### src/nes_pkg.sv
package nes_pkg;

  localparam int NOTE_SLOTS = 16;
  localparam int SLOT_BITS  = $clog2(NOTE_SLOTS);
  localparam int CNT_BITS   = $clog2(NOTE_SLOTS + 1);
  localparam int TICK_RATE  = 48;
  localparam int OVERSAMPLE = 256;
  localparam int OS_BITS    = $clog2(OVERSAMPLE);
  localparam int ADDR_BITS  = 20;
  localparam int DELAY_CAP  = 7747 * OVERSAMPLE;
  localparam int PEND_BITS  = 21;
  localparam int TICK_BITS  = PEND_BITS - OS_BITS;
  localparam int SPAN_BITS  = 33 - OS_BITS;
  localparam int SAMPLE_RATE = 22050;

  localparam logic [1:0] MODE_DELAY   = 2'd0;
  localparam logic [1:0] MODE_NOTE_ON = 2'd1;
  localparam logic [1:0] MODE_NOTE_OFF = 2'd2;
  localparam logic [1:0] MODE_PROGRAM = 2'd3;

  localparam logic [2:0] SEL_DELAY = 3'd0;
  localparam logic [2:0] SEL_KEY   = 3'd1;
  localparam logic [2:0] SEL_VEL   = 3'd2;
  localparam logic [2:0] SEL_DUR   = 3'd3;
  localparam logic [2:0] SEL_PATCH = 3'd4;

  typedef logic [127:0][3:0] rel_tab_t;

  typedef struct packed {
    logic       load_in;
    logic       emit;
    logic [2:0] sel;
    logic       tick_step;
    logic       key_mark;
    logic       record;
    logic       scan_dec;
    logic       span_load;
    logic       remove;
  } nes_cmd_t;

  typedef struct packed {
    logic tick_zero;
    logic count_zero;
    logic slot_match;
    logic idx_zero;
    logic lower_none;
    logic out_free;
  } nes_stat_t;

  // Release ticks per velocity, rounded to whole ticks.
  function automatic rel_tab_t build_rel();
    rel_tab_t t;
    longint   frm;
    for (int v = 0; v < 128; v++) begin
      frm  = (longint'(128 + v * 32) * TICK_RATE * OVERSAMPLE) / SAMPLE_RATE;
      t[v] = 4'((frm + OVERSAMPLE / 2) / OVERSAMPLE);
    end
    return t;
  endfunction

endpackage

### src/nes_ctrl.sv
module nes_ctrl import nes_pkg::*; (
  input  logic      clk,
  input  logic      rst,
  input  logic      in_valid,
  input  logic [1:0] mode,
  output logic      in_ready,
  input  nes_stat_t stat,
  output nes_cmd_t  cmd
);

  localparam logic [2:0] S_IDLE  = 3'd0;
  localparam logic [2:0] S_DELAY = 3'd1;
  localparam logic [2:0] S_KEY   = 3'd2;
  localparam logic [2:0] S_VEL   = 3'd3;
  localparam logic [2:0] S_DUR   = 3'd4;
  localparam logic [2:0] S_SCAN  = 3'd5;
  localparam logic [2:0] S_PATCH = 3'd6;

  logic [2:0] state, state_next;

  always_ff @(posedge clk) begin
    if (rst) state <= S_IDLE;
    else     state <= state_next;
  end

  always_comb begin
    state_next = state;
    cmd        = '0;
    in_ready   = 1'b0;
    unique case (state)
      S_IDLE: begin
        in_ready = 1'b1;
        if (in_valid) begin
          cmd.load_in = 1'b1;
          if (mode == MODE_NOTE_ON) state_next = S_DELAY;
          else if (mode == MODE_NOTE_OFF && !stat.count_zero) state_next = S_SCAN;
        end
      end
      S_DELAY: begin
        if (stat.tick_zero) state_next = S_KEY;
        else if (stat.out_free) begin
          cmd.emit      = 1'b1;
          cmd.sel       = SEL_DELAY;
          cmd.tick_step = 1'b1;
        end
      end
      S_KEY: begin
        if (stat.out_free) begin
          cmd.emit     = 1'b1;
          cmd.sel      = SEL_KEY;
          cmd.key_mark = 1'b1;
          state_next   = S_VEL;
        end
      end
      S_VEL: begin
        if (stat.out_free) begin
          cmd.emit   = 1'b1;
          cmd.sel    = SEL_VEL;
          state_next = S_DUR;
        end
      end
      S_DUR: begin
        if (stat.out_free) begin
          cmd.emit   = 1'b1;
          cmd.sel    = SEL_DUR;
          cmd.record = 1'b1;
          state_next = S_IDLE;
        end
      end
      S_SCAN: begin
        if (stat.slot_match) begin
          cmd.span_load = 1'b1;
          state_next    = S_PATCH;
        end else if (stat.idx_zero) state_next = S_IDLE;
        else cmd.scan_dec = 1'b1;
      end
      S_PATCH: begin
        if (stat.out_free) begin
          cmd.emit   = 1'b1;
          cmd.sel    = SEL_PATCH;
          cmd.remove = 1'b1;
          if (stat.idx_zero || stat.lower_none) state_next = S_IDLE;
          else begin
            cmd.scan_dec = 1'b1;
            state_next   = S_SCAN;
          end
        end
      end
      default: state_next = S_IDLE;
    endcase
  end

endmodule

### src/nes_dp.sv
module nes_dp import nes_pkg::*; (
  input  logic                 clk,
  input  logic                 rst,
  input  logic [1:0]           mode,
  input  logic [19:0]          frames,
  input  logic [3:0]           channel,
  input  logic [6:0]           key,
  input  logic [6:0]           velocity,
  input  nes_cmd_t             cmd,
  output nes_stat_t            stat,
  output logic                 out_valid,
  input  logic                 out_ready,
  output logic [ADDR_BITS-1:0] byte_addr,
  output logic [7:0]           byte_value,
  output logic                 is_patch,
  output logic                 overflow,
  output logic                 last
);

  localparam rel_tab_t REL_TAB = build_rel();

  logic [PEND_BITS-1:0] pending;
  logic [31:0]          elapsed;
  logic [31:0]          now_fr;
  logic [ADDR_BITS-1:0] write_pos;
  logic [ADDR_BITS-1:0] key_pos;
  logic [CNT_BITS-1:0]  count;
  logic [TICK_BITS-1:0] ticks;
  logic [SLOT_BITS-1:0] idx;
  logic [SPAN_BITS-1:0] span;
  logic                 ovf;
  logic [3:0]           chan_r;
  logic [6:0]           key_r;
  logic [6:0]           vel_r;
  logic [1:0]           wave [16];

  logic [ADDR_BITS-1:0] s_pos   [NOTE_SLOTS];
  logic [31:0]          s_start [NOTE_SLOTS];
  logic [3:0]           s_chan  [NOTE_SLOTS];
  logic [6:0]           s_key   [NOTE_SLOTS];
  logic [6:0]           s_vel   [NOTE_SLOTS];

  logic [NOTE_SLOTS-1:0] match;
  logic [NOTE_SLOTS-1:0] lower;
  logic [PEND_BITS:0]    dsum;
  logic [TICK_BITS-1:0]  in_ticks;
  logic                  tick_ge;
  logic [32:0]           span_sum;
  logic [SPAN_BITS:0]    dur_sum;
  logic [7:0]            val;

  always_comb begin
    for (int j = 0; j < NOTE_SLOTS; j++) begin
      match[j] = (CNT_BITS'(j) < count) && s_chan[j] == chan_r && s_key[j] == key_r;
      lower[j] = match[j] && (SLOT_BITS'(j) < idx);
    end
  end

  assign dsum     = {1'b0, pending} + (PEND_BITS + 1)'(frames);
  assign in_ticks = pending[PEND_BITS-1:OS_BITS];
  assign tick_ge  = ticks >= TICK_BITS'(8'h7f);
  assign span_sum = {1'b0, now_fr - s_start[idx]} + 33'(OVERSAMPLE / 2);
  assign dur_sum  = {1'b0, span} + (SPAN_BITS + 1)'(REL_TAB[s_vel[idx]]);

  always_comb begin
    unique case (cmd.sel)
      SEL_DELAY: val = tick_ge ? 8'h7f : 8'(ticks);
      SEL_KEY:   val = {1'b1, key_r};
      SEL_VEL:   val = {wave[chan_r], vel_r[6:1]};
      SEL_DUR:   val = 8'h00;
      SEL_PATCH: val = (dur_sum > (SPAN_BITS + 1)'(8'hff)) ? 8'hff : dur_sum[7:0];
      default:   val = 8'h00;
    endcase
  end

  assign stat.tick_zero  = ticks == '0;
  assign stat.count_zero = count == '0;
  assign stat.slot_match = match[idx];
  assign stat.idx_zero   = idx == '0;
  assign stat.lower_none = lower == '0;
  assign stat.out_free   = !out_valid || out_ready;

  always_ff @(posedge clk) begin
    if (rst) begin
      out_valid <= 1'b0;
      pending   <= '0;
      elapsed   <= '0;
      write_pos <= '0;
      count     <= '0;
      for (int c = 0; c < 16; c++) wave[c] <= 2'(c);
    end else begin
      if (cmd.emit) out_valid <= 1'b1;
      else if (out_valid && out_ready) out_valid <= 1'b0;
      if (cmd.load_in) begin
        unique case (mode)
          MODE_DELAY:
            pending <= (dsum > (PEND_BITS + 1)'(DELAY_CAP)) ? PEND_BITS'(DELAY_CAP)
                                                           : dsum[PEND_BITS-1:0];
          MODE_NOTE_ON: begin
            // Move whole ticks out of the pending delay into elapsed time
            pending <= {{TICK_BITS{1'b0}}, pending[OS_BITS-1:0]};
            elapsed <= elapsed + {{(32 - PEND_BITS){1'b0}}, in_ticks, {OS_BITS{1'b0}}};
          end
          MODE_NOTE_OFF: ;
          MODE_PROGRAM: wave[channel] <= key[1:0];
          default: ;
        endcase
      end
      if (cmd.emit) begin
        if (cmd.sel != SEL_PATCH) write_pos <= write_pos + 1'b1;
      end
      if (cmd.record && !ovf) count <= count + 1'b1;
      if (cmd.remove) count <= count - 1'b1;
    end
  end

  always_ff @(posedge clk) begin
    if (cmd.load_in) begin
      chan_r <= channel;
      key_r  <= key;
      vel_r  <= velocity;
      ticks  <= in_ticks;
      ovf    <= count >= CNT_BITS'(NOTE_SLOTS);
      now_fr <= elapsed + 32'(pending);
      idx    <= SLOT_BITS'(count - 1'b1);
    end
    if (cmd.tick_step) ticks <= tick_ge ? ticks - TICK_BITS'(8'h7f) : '0;
    if (cmd.key_mark) key_pos <= write_pos;
    if (cmd.scan_dec) idx <= idx - 1'b1;
    if (cmd.span_load) span <= span_sum[32:OS_BITS];
    if (cmd.emit) begin
      byte_value <= val;
      is_patch   <= cmd.sel == SEL_PATCH;
      overflow   <= (cmd.sel != SEL_PATCH) && ovf;
      last       <= (cmd.sel == SEL_DUR) || (cmd.sel == SEL_PATCH && lower == '0);
      byte_addr  <= (cmd.sel == SEL_PATCH) ? s_pos[idx] + ADDR_BITS'(2) : write_pos;
    end
    if (cmd.record && !ovf) begin
      s_pos[count[SLOT_BITS-1:0]]   <= key_pos;
      s_start[count[SLOT_BITS-1:0]] <= elapsed;
      s_chan[count[SLOT_BITS-1:0]]  <= chan_r;
      s_key[count[SLOT_BITS-1:0]]   <= key_r;
      s_vel[count[SLOT_BITS-1:0]]   <= vel_r;
    end
    if (cmd.remove) begin
      // Close the gap: every slot above the removed one moves down by one
      for (int j = 0; j < NOTE_SLOTS - 1; j++) begin
        if (SLOT_BITS'(j) >= idx) begin
          s_pos[j]   <= s_pos[j+1];
          s_start[j] <= s_start[j+1];
          s_chan[j]  <= s_chan[j+1];
          s_key[j]   <= s_key[j+1];
          s_vel[j]   <= s_vel[j+1];
        end
      end
    end
  end

endmodule

### src/note_event_song_encoder.sv
// Note event song encoder. One input beat carries a timed note event; the
// block answers with zero or more output beats, each one byte of the song
// buffer and its address. Delay and program change beats give no output. A
// note on flushes the pending whole ticks as delay bytes of at most 0x7f
// (up to 61 of them) and then appends the key, wave/velocity and a zero
// duration byte. A note off walks the sixteen-entry note table from the top
// slot down, one slot a cycle, and for each match patches that note's
// duration byte and closes the gap in the table.
// Output bytes leave through a one-beat output register, and a stalled output
// holds the controller. Input is taken only while the controller is idle.
// The overflow flag marks every byte of a note on that found the table full;
// last marks the final byte caused by an input beat.
module note_event_song_encoder import nes_pkg::*; (
  input  logic                 clk,
  input  logic                 rst,
  input  logic                 in_valid,
  output logic                 in_ready,
  input  logic [1:0]           mode,
  input  logic [19:0]          frames,
  input  logic [3:0]           channel,
  input  logic [6:0]           key,
  input  logic [6:0]           velocity,
  output logic                 out_valid,
  input  logic                 out_ready,
  output logic [ADDR_BITS-1:0] byte_addr,
  output logic [7:0]           byte_value,
  output logic                 is_patch,
  output logic                 overflow,
  output logic                 last
);

  nes_cmd_t  cmd;
  nes_stat_t stat;

  // Sequence the bytes of each event
  nes_ctrl u_ctrl (
    .clk      (clk),
    .rst      (rst),
    .in_valid (in_valid),
    .mode     (mode),
    .in_ready (in_ready),
    .stat     (stat),
    .cmd      (cmd)
  );

  // Hold timing state, the note table and the output register
  nes_dp u_dp (
    .clk        (clk),
    .rst        (rst),
    .mode       (mode),
    .frames     (frames),
    .channel    (channel),
    .key        (key),
    .velocity   (velocity),
    .cmd        (cmd),
    .stat       (stat),
    .out_valid  (out_valid),
    .out_ready  (out_ready),
    .byte_addr  (byte_addr),
    .byte_value (byte_value),
    .is_patch   (is_patch),
    .overflow   (overflow),
    .last       (last)
  );

endmodule

### config.mk
export PLATFORM = sky130hd
export DESIGN_NAME = note_event_song_encoder
export DESIGN_NICKNAME = d
export VERILOG_FILES = /design/src/nes_pkg.sv /design/src/nes_ctrl.sv /design/src/nes_dp.sv /design/src/note_event_song_encoder.sv
export SDC_FILE = /design/constraint.sdc
export NUM_CORES = 2
export LEC_CHECK = 0
export ABC_AREA = 1
export BUFFER_PORTS_ARGS = -buffer_cell sky130_fd_sc_hd__buf_2
export CORE_UTILIZATION = 60
export DETAILED_ROUTE_END_ITERATION = 8
export PLACE_DENSITY = 0.75
export SETUP_SLACK_MARGIN = 0.02
export SKIP_CTS_REPAIR_TIMING = 1
export SLEW_MARGIN = 0
export SYNTH_ARGS = -nofsm -noshare
export SYNTH_HDL_FRONTEND = slang
export SYNTH_SLANG_ARGS = --single-unit
export TNS_END_PERCENT = 50
### constraint.sdc
create_clock -name clk -period 8.1 [get_ports clk]
set_input_delay 1.62 -clock clk [delete_from_list [all_inputs] [get_ports clk]]
set_output_delay 1.62 -clock clk [all_outputs]
set_load 0.01 [all_outputs]
[Yosys cells after proc, flatten, opt, wreduce, memory -nomap -nowiden]
Memories as Yosys holds them, arrays and structs flattened. A register that Yosys moved wholly into a read port is not among the register bits.
Index checks and enable logic that the tools add are counted.
Storage, ports and cells
  register bits after elaboration: 226
  memory bits (writable): 1152
  ROM bits: 512
  input bits: 44
  logic and storage cells: 357
  memories kept: 7
Memory list
  (name not given): words 128, width 4, rd ports 1, clocked after memory_dff 0, write ports 0, line nes_dp.sv:63  | assign dur_sum = {1'b0, span} + (SPAN_BITS + 1)'(REL_TAB[s_vel[idx]]);
  u_dp.s_start: words 16, width 32, rd ports 16, clocked after memory_dff 1, write ports 15, line nes_dp.sv:38  | logic [31:0] s_start [NOTE_SLOTS];
  u_dp.s_pos: words 16, width 20, rd ports 16, clocked after memory_dff 1, write ports 15, line nes_dp.sv:37  | logic [ADDR_BITS-1:0] s_pos [NOTE_SLOTS];
  u_dp.s_key: words 16, width 7, rd ports 16, clocked after memory_dff 0, write ports 15, line nes_dp.sv:40  | logic [6:0] s_key [NOTE_SLOTS];
  u_dp.s_vel: words 16, width 7, rd ports 16, clocked after memory_dff 1, write ports 15, line nes_dp.sv:41  | logic [6:0] s_vel [NOTE_SLOTS];
  u_dp.s_chan: words 16, width 4, rd ports 16, clocked after memory_dff 0, write ports 15, line nes_dp.sv:39  | logic [3:0] s_chan [NOTE_SLOTS];
  1 more memories
Cells by class
  $add $sub $neg: 12
  $lt $le $gt $ge: 53
  equal/unequal tests: 54
  multiplexer cells: 127
  bitwise operators: 1
  reductions and logical operators: 82
Operators by type and width (count)
  7-bit == test: 16
  1-bit two-way mux: 76
  4-bit two-way mux: 18
  32-bit by 21-bit adder with 32-bit output: 2
  4-bit == test: 16
  1-bit logical AND: 53
  21-bit one-hot mux with 2 select lines: 1
  4-bit by 5-bit less-than comparator with 1-bit output (first input constant): 8
  20-bit two-way mux: 2
  13-bit two-way mux: 3
  32-bit by 8-bit adder with 33-bit output (second input constant): 1
  3-bit two-way mux: 11
  4-bit less-than comparator (first input constant): 8
  32-bit two-way mux: 1
  8-bit one-hot mux with 4 select lines: 1
  32-bit OR reduction: 1
  32-bit subtractor: 1
  4-bit >= comparator (first input constant): 7
  25-bit by 4-bit adder with 26-bit output: 1
  26-bit by 8-bit > comparator with 1-bit output (second input constant): 1
  21-bit by 20-bit adder with 22-bit output: 1
  22-bit by 21-bit > comparator with 1-bit output (second input constant): 1
  21-bit two-way mux: 1
  3-bit one-hot mux with 7 select lines: 1
  other kinds (52): 97

[Logic depth before layout (Yosys ltp)]
  depth in word-level cells: 11
  gate-level depth with buffers: 32

[Cells and area by module]
From an unflattened synthesis, not the netlist that was laid out.
Unflattened totals
  cells, all modules: 7660
  area, all modules: 66884.1 um2
By module, submodules not included
  nes_dp: instances 1, cells each 7576, area each 66458.7 um2, sequential area each 36445.0 um2
  nes_ctrl: instances 1, cells each 84, area each 425.4 um2, sequential area each 60.1 um2

[Worst setup path after synthesis]
OpenSTA, ideal clock, no wires.
  path kind: in2reg
  start: in out_ready
  end: mem u_dp.s_chan[12][0], enable pin
  library setup time: 574 ps
  arrival time: 6990 ps
  data required time: 7526 ps
  slack: 536 ps
  stages: 6
  path buffers: 0
  cells stage by stage: nor2_1 -> inv_1 -> nand3_1 -> nor2_1 -> clkinv_1 -> o31ai_1
RTL lines
  start: declaration: line note_event_song_encoder.sv:24  | input logic out_ready,
  end: declaration: line nes_dp.sv:39

==> flow_summary.json <==
{
  "final-max-slew-violation-count": 0,
  "syn_nets": 7816,
  "drc": 0,
  "yosys.area.top_type": "edfxtp_1",
  "ys.warnings.count": 0,
  "drtAntennaViolNets": 0,
  "hold_violations": 0,
  "finalWorstSetupSlack_ps": 2167,
  "min_period_over_period_pct": 73.25,
  "io_buffers": 76,
  "regArea_um2": 36520,
  "dpl_worst_slack_ps": 2413,
  "h-tree-depth": 4,
  "synthMostInstantiatedCell": "nand2_1",
  "synth_top_flop_cell": "edfxtp_1",
  "netlist_instances": 7694,
  "syn_area_um2": 67940,
  "nFillCells": 9159,
  "cp_max_fo": 170,
  "yosysUniqueCellTypes": 62,
  "synth.top_cell.area_share_pct": 51.31,
  "placed_cells": 8877,
  "ys_seq_elements": 1243,
  "io-pin-count": 77,
  "die_w_um": 338.5,
  "max-slew-margin-rel_pct": 17.12,
  "drv_cap": 0,
  "worstPathRequired_ps": 8580,
  "fin_cells": 9121,
  "area_growth_syn_to_layout_pct": 7.980,
  "clockBufferDepth": 3,
  "layout.nets": 7636,
  "p_leak_nw": 29.41,
  "clock.fmax_mhz": 168.5,
  "fp.dieH_um": 338.5,
  "grt_pass1_vias": 53530,
  "start_kind": "flip-flop",
  "dp_hpwl_mm": 128.8,
  "peakVddDrop_mv": 0.4714,
  "critPathCaptureType": "flip-flop",
  "fin_skew_ps": 23.39,
  "cts_buffers": 135,
  "ys_seq_area_share_pct": 53.73,
  "wl_per_cell_um": 23.10,
  "drt_iter0_drc": 8055,
  "cts_sinks": 1243,
  "avgSynthCellArea_um2": 8.830,
  "clk_latency_ps": 760,
  "start_util_pct": 60.47,
  "cp.arrival_ps": 6410,
  "rsz0062_at_grt": "no",
  "ctsRootBufferMaster": "clkbuf_16",
  "dieArea_um2": 114600,
  "synth-edff-count": 1161,
  "core_area_um2": 112300,
  "gr-usage-all-layers_pct": 36.14,
  "finalSetupViolCount": 0,
  "tightestPinTransition_ps": 1243,
  "worst_hold_slack_ps": 475.9,
  "drive_gt1_share_pct": 8.532,
  "finalCriticalPeriod_ps": 5933,
  "overflow": 0,
  "totalWireLength_mm": 210.7,
  "powerDensity_nw_per_um2": 322.2,
  "first_pass_iters": 8,
  "status": "finished clean",
  "crit_type": "reg -> reg",
  "vias": 56690,
  "hold_class": "reg -> reg",
  "cts_tree": "done",
  "gp_congestion": 0.9683,
  "synth_area_leaders": "edfxtp_1 (51%), nand2_1 (8.6%), o21ai_0 (7.6%)",
  "ys_async_sr_fraction_pct": 0,
  "placement_rows": 123,
  "multiInputGateArea_um2": 26320,
  "yosys-top-cells-count": "nand2_1 (1560), edfxtp_1 (1161), o21ai_0 (1034), inv_1 (833), a21oi_1 (709)",
  "totalPowerFinal_mw": 23.64,
  "clkTransAtPathRegs_ps": 60,
  "viasPerCell": 6.215,
  "antenna_found_initial": 4,
  "tns_ps": 0,
  "grt_pass1_wl_mm": 317.4,
  "grt_max_degree": 188
}
[stage by stage]
stage,util (%),cell area (um^2)
after global routing,65.30,73360
after CTS,65.29,73350
after detailed placement,61.48,69070
final,65.30,73360
after floorplan,-,67940
after global placement,61.48,69070
[registers in the layout (all words and copies together), names as in the netlist, 5 cells and up, named ones only]
signal,flops
u_dp.write_pos,20
u_dp.count,5
u_dp.span,25
u_dp.wave,32
u_dp.byte_addr,20
u_dp.s_chan,64
u_dp.byte_value,8
u_dp.elapsed,24
u_dp.s_start,384
u_dp.s_vel,112
u_dp.s_key,112
u_dp.ticks,13
u_dp.pending,21
u_dp.now_fr,25
u_dp.key_pos,20
u_dp.s_pos,320
u_dp.vel_r,7
u_dp.key_r,7
[power breakdown]
group	total, mW	internal (mW)	leakage (nW)	switching [mW]
registers	8.27	7.80	11.2	0.470
logic	9.25	2.70	16.1	6.54
clock network	6.12	3.50	2.10	2.62
total	23.6	14.0	29.4	9.63
[final cells by class]
type,count,share of cell area (%)
antenna,3,0.01023
inverter,852,4.390
clock buffer,178,5.038
clock inverter,63,0.7999
timing repair buffer,171,1.542
sequential,1243,49.78
tap,1500,2.558
multi-input combinational,5111,35.88
[per-layer routing]
layer / GRT usage [%] / up-vias / part of all wire (%) / wire, um
met4: 18.61 / 4 / 5.4 / 11340
met1: 47.62 / 26510 / 37 / 78240
li1: - / 25720 / - / -
met5: 0 / - / 0.013 / 27
met2: 57.28 / 3747 / 46 / 96020
met3: 6.729 / 704 / 12 / 25020
[cells in the final DEF, fill, tap and decap left out, types with 14 or more instances in the layout]
| master | n |
|---|---|
| o221ai_1 | 14 |
| edfxtp_1 | 1161 |
| nor2_1 | 605 |
| clkbuf_16 | 140 |
| nand2_1 | 1551 |
| o21ai_0 | 1026 |
| o22ai_1 | 14 |
| dfxtp_1 | 78 |
| a21oi_1 | 709 |
| o21ai_1 | 32 |
| clkbuf_1 | 33 |
| nand3_1 | 418 |
| clkinv_1 | 30 |
| clkinv_2 | 19 |
| nor3_1 | 35 |
| nor2_2 | 14 |
| nand3b_1 | 17 |
| inv_1 | 829 |
| mux2_2 | 192 |
| xor2_1 | 93 |
| buf_2 | 76 |
| nand4_1 | 59 |
| ha_1 | 74 |
| buf_4 | 92 |
| o211ai_1 | 26 |
| xnor2_1 | 92 |
[critical path, stage by stage (launching register included)]
cell and delay, ps:
dfxtp_4 610, clkinv_8 510, a21oi_1 350, o21ai_0 120, nand3_1 100, nand3_1 80, nand2_1 190, nand2_1 90
nor2_1 120, nand2_1 70, nand3_1 70, nand2_1 50, o21ai_0 580, ha_1 320, fa_1 230, nand3_1 90
nand3_1 170, nand2_1 150, nor2_1 210, nand2_1 150, nor3_1 200, xnor2_1 160, nand3_1 110, nor3_2 380
nand4_1 170, nand2_1 100, nand2_1 70
[worst paths after layout]
| path | startpoint | endpoint | slack (ps) | depth (start not counted) |
|---|---|---|---|---|
| worst min register to register | u_dp.write_pos[2] | u_dp.key_pos[2] | 480 | 0 |
| worst min-delay path | u_dp.write_pos[2] | u_dp.key_pos[2] | 480 | 0 |
| worst max register to register | flip-flop | u_dp.byte_value[0] | 2170 | 26 |
| worst max-delay path | flip-flop | u_dp.byte_value[0] | 2170 | 26 |
[kinds of logic (layout without fill, tap and decap cells)]
family / after synthesis / in the layout / share of synthesized area [%]
AND/OR/NAND/NOR: 2766 / 2766 / 16.83
AO/OA/AOI/OAI: 1886 / 1886 / 14.32
buffers and inverters: 1340 / 1264 / 7.976
flip-flops: 1243 / 1243 / 53.73
multiplexers: 192 / 192 / 3.182
XOR/XNOR: 189 / 189 / 2.481
adder cells (fa/ha/maj): 78 / 78 / 1.481
other: 0 / 3 / 0
Note: power is estimated with default switching activity, not from simulation.
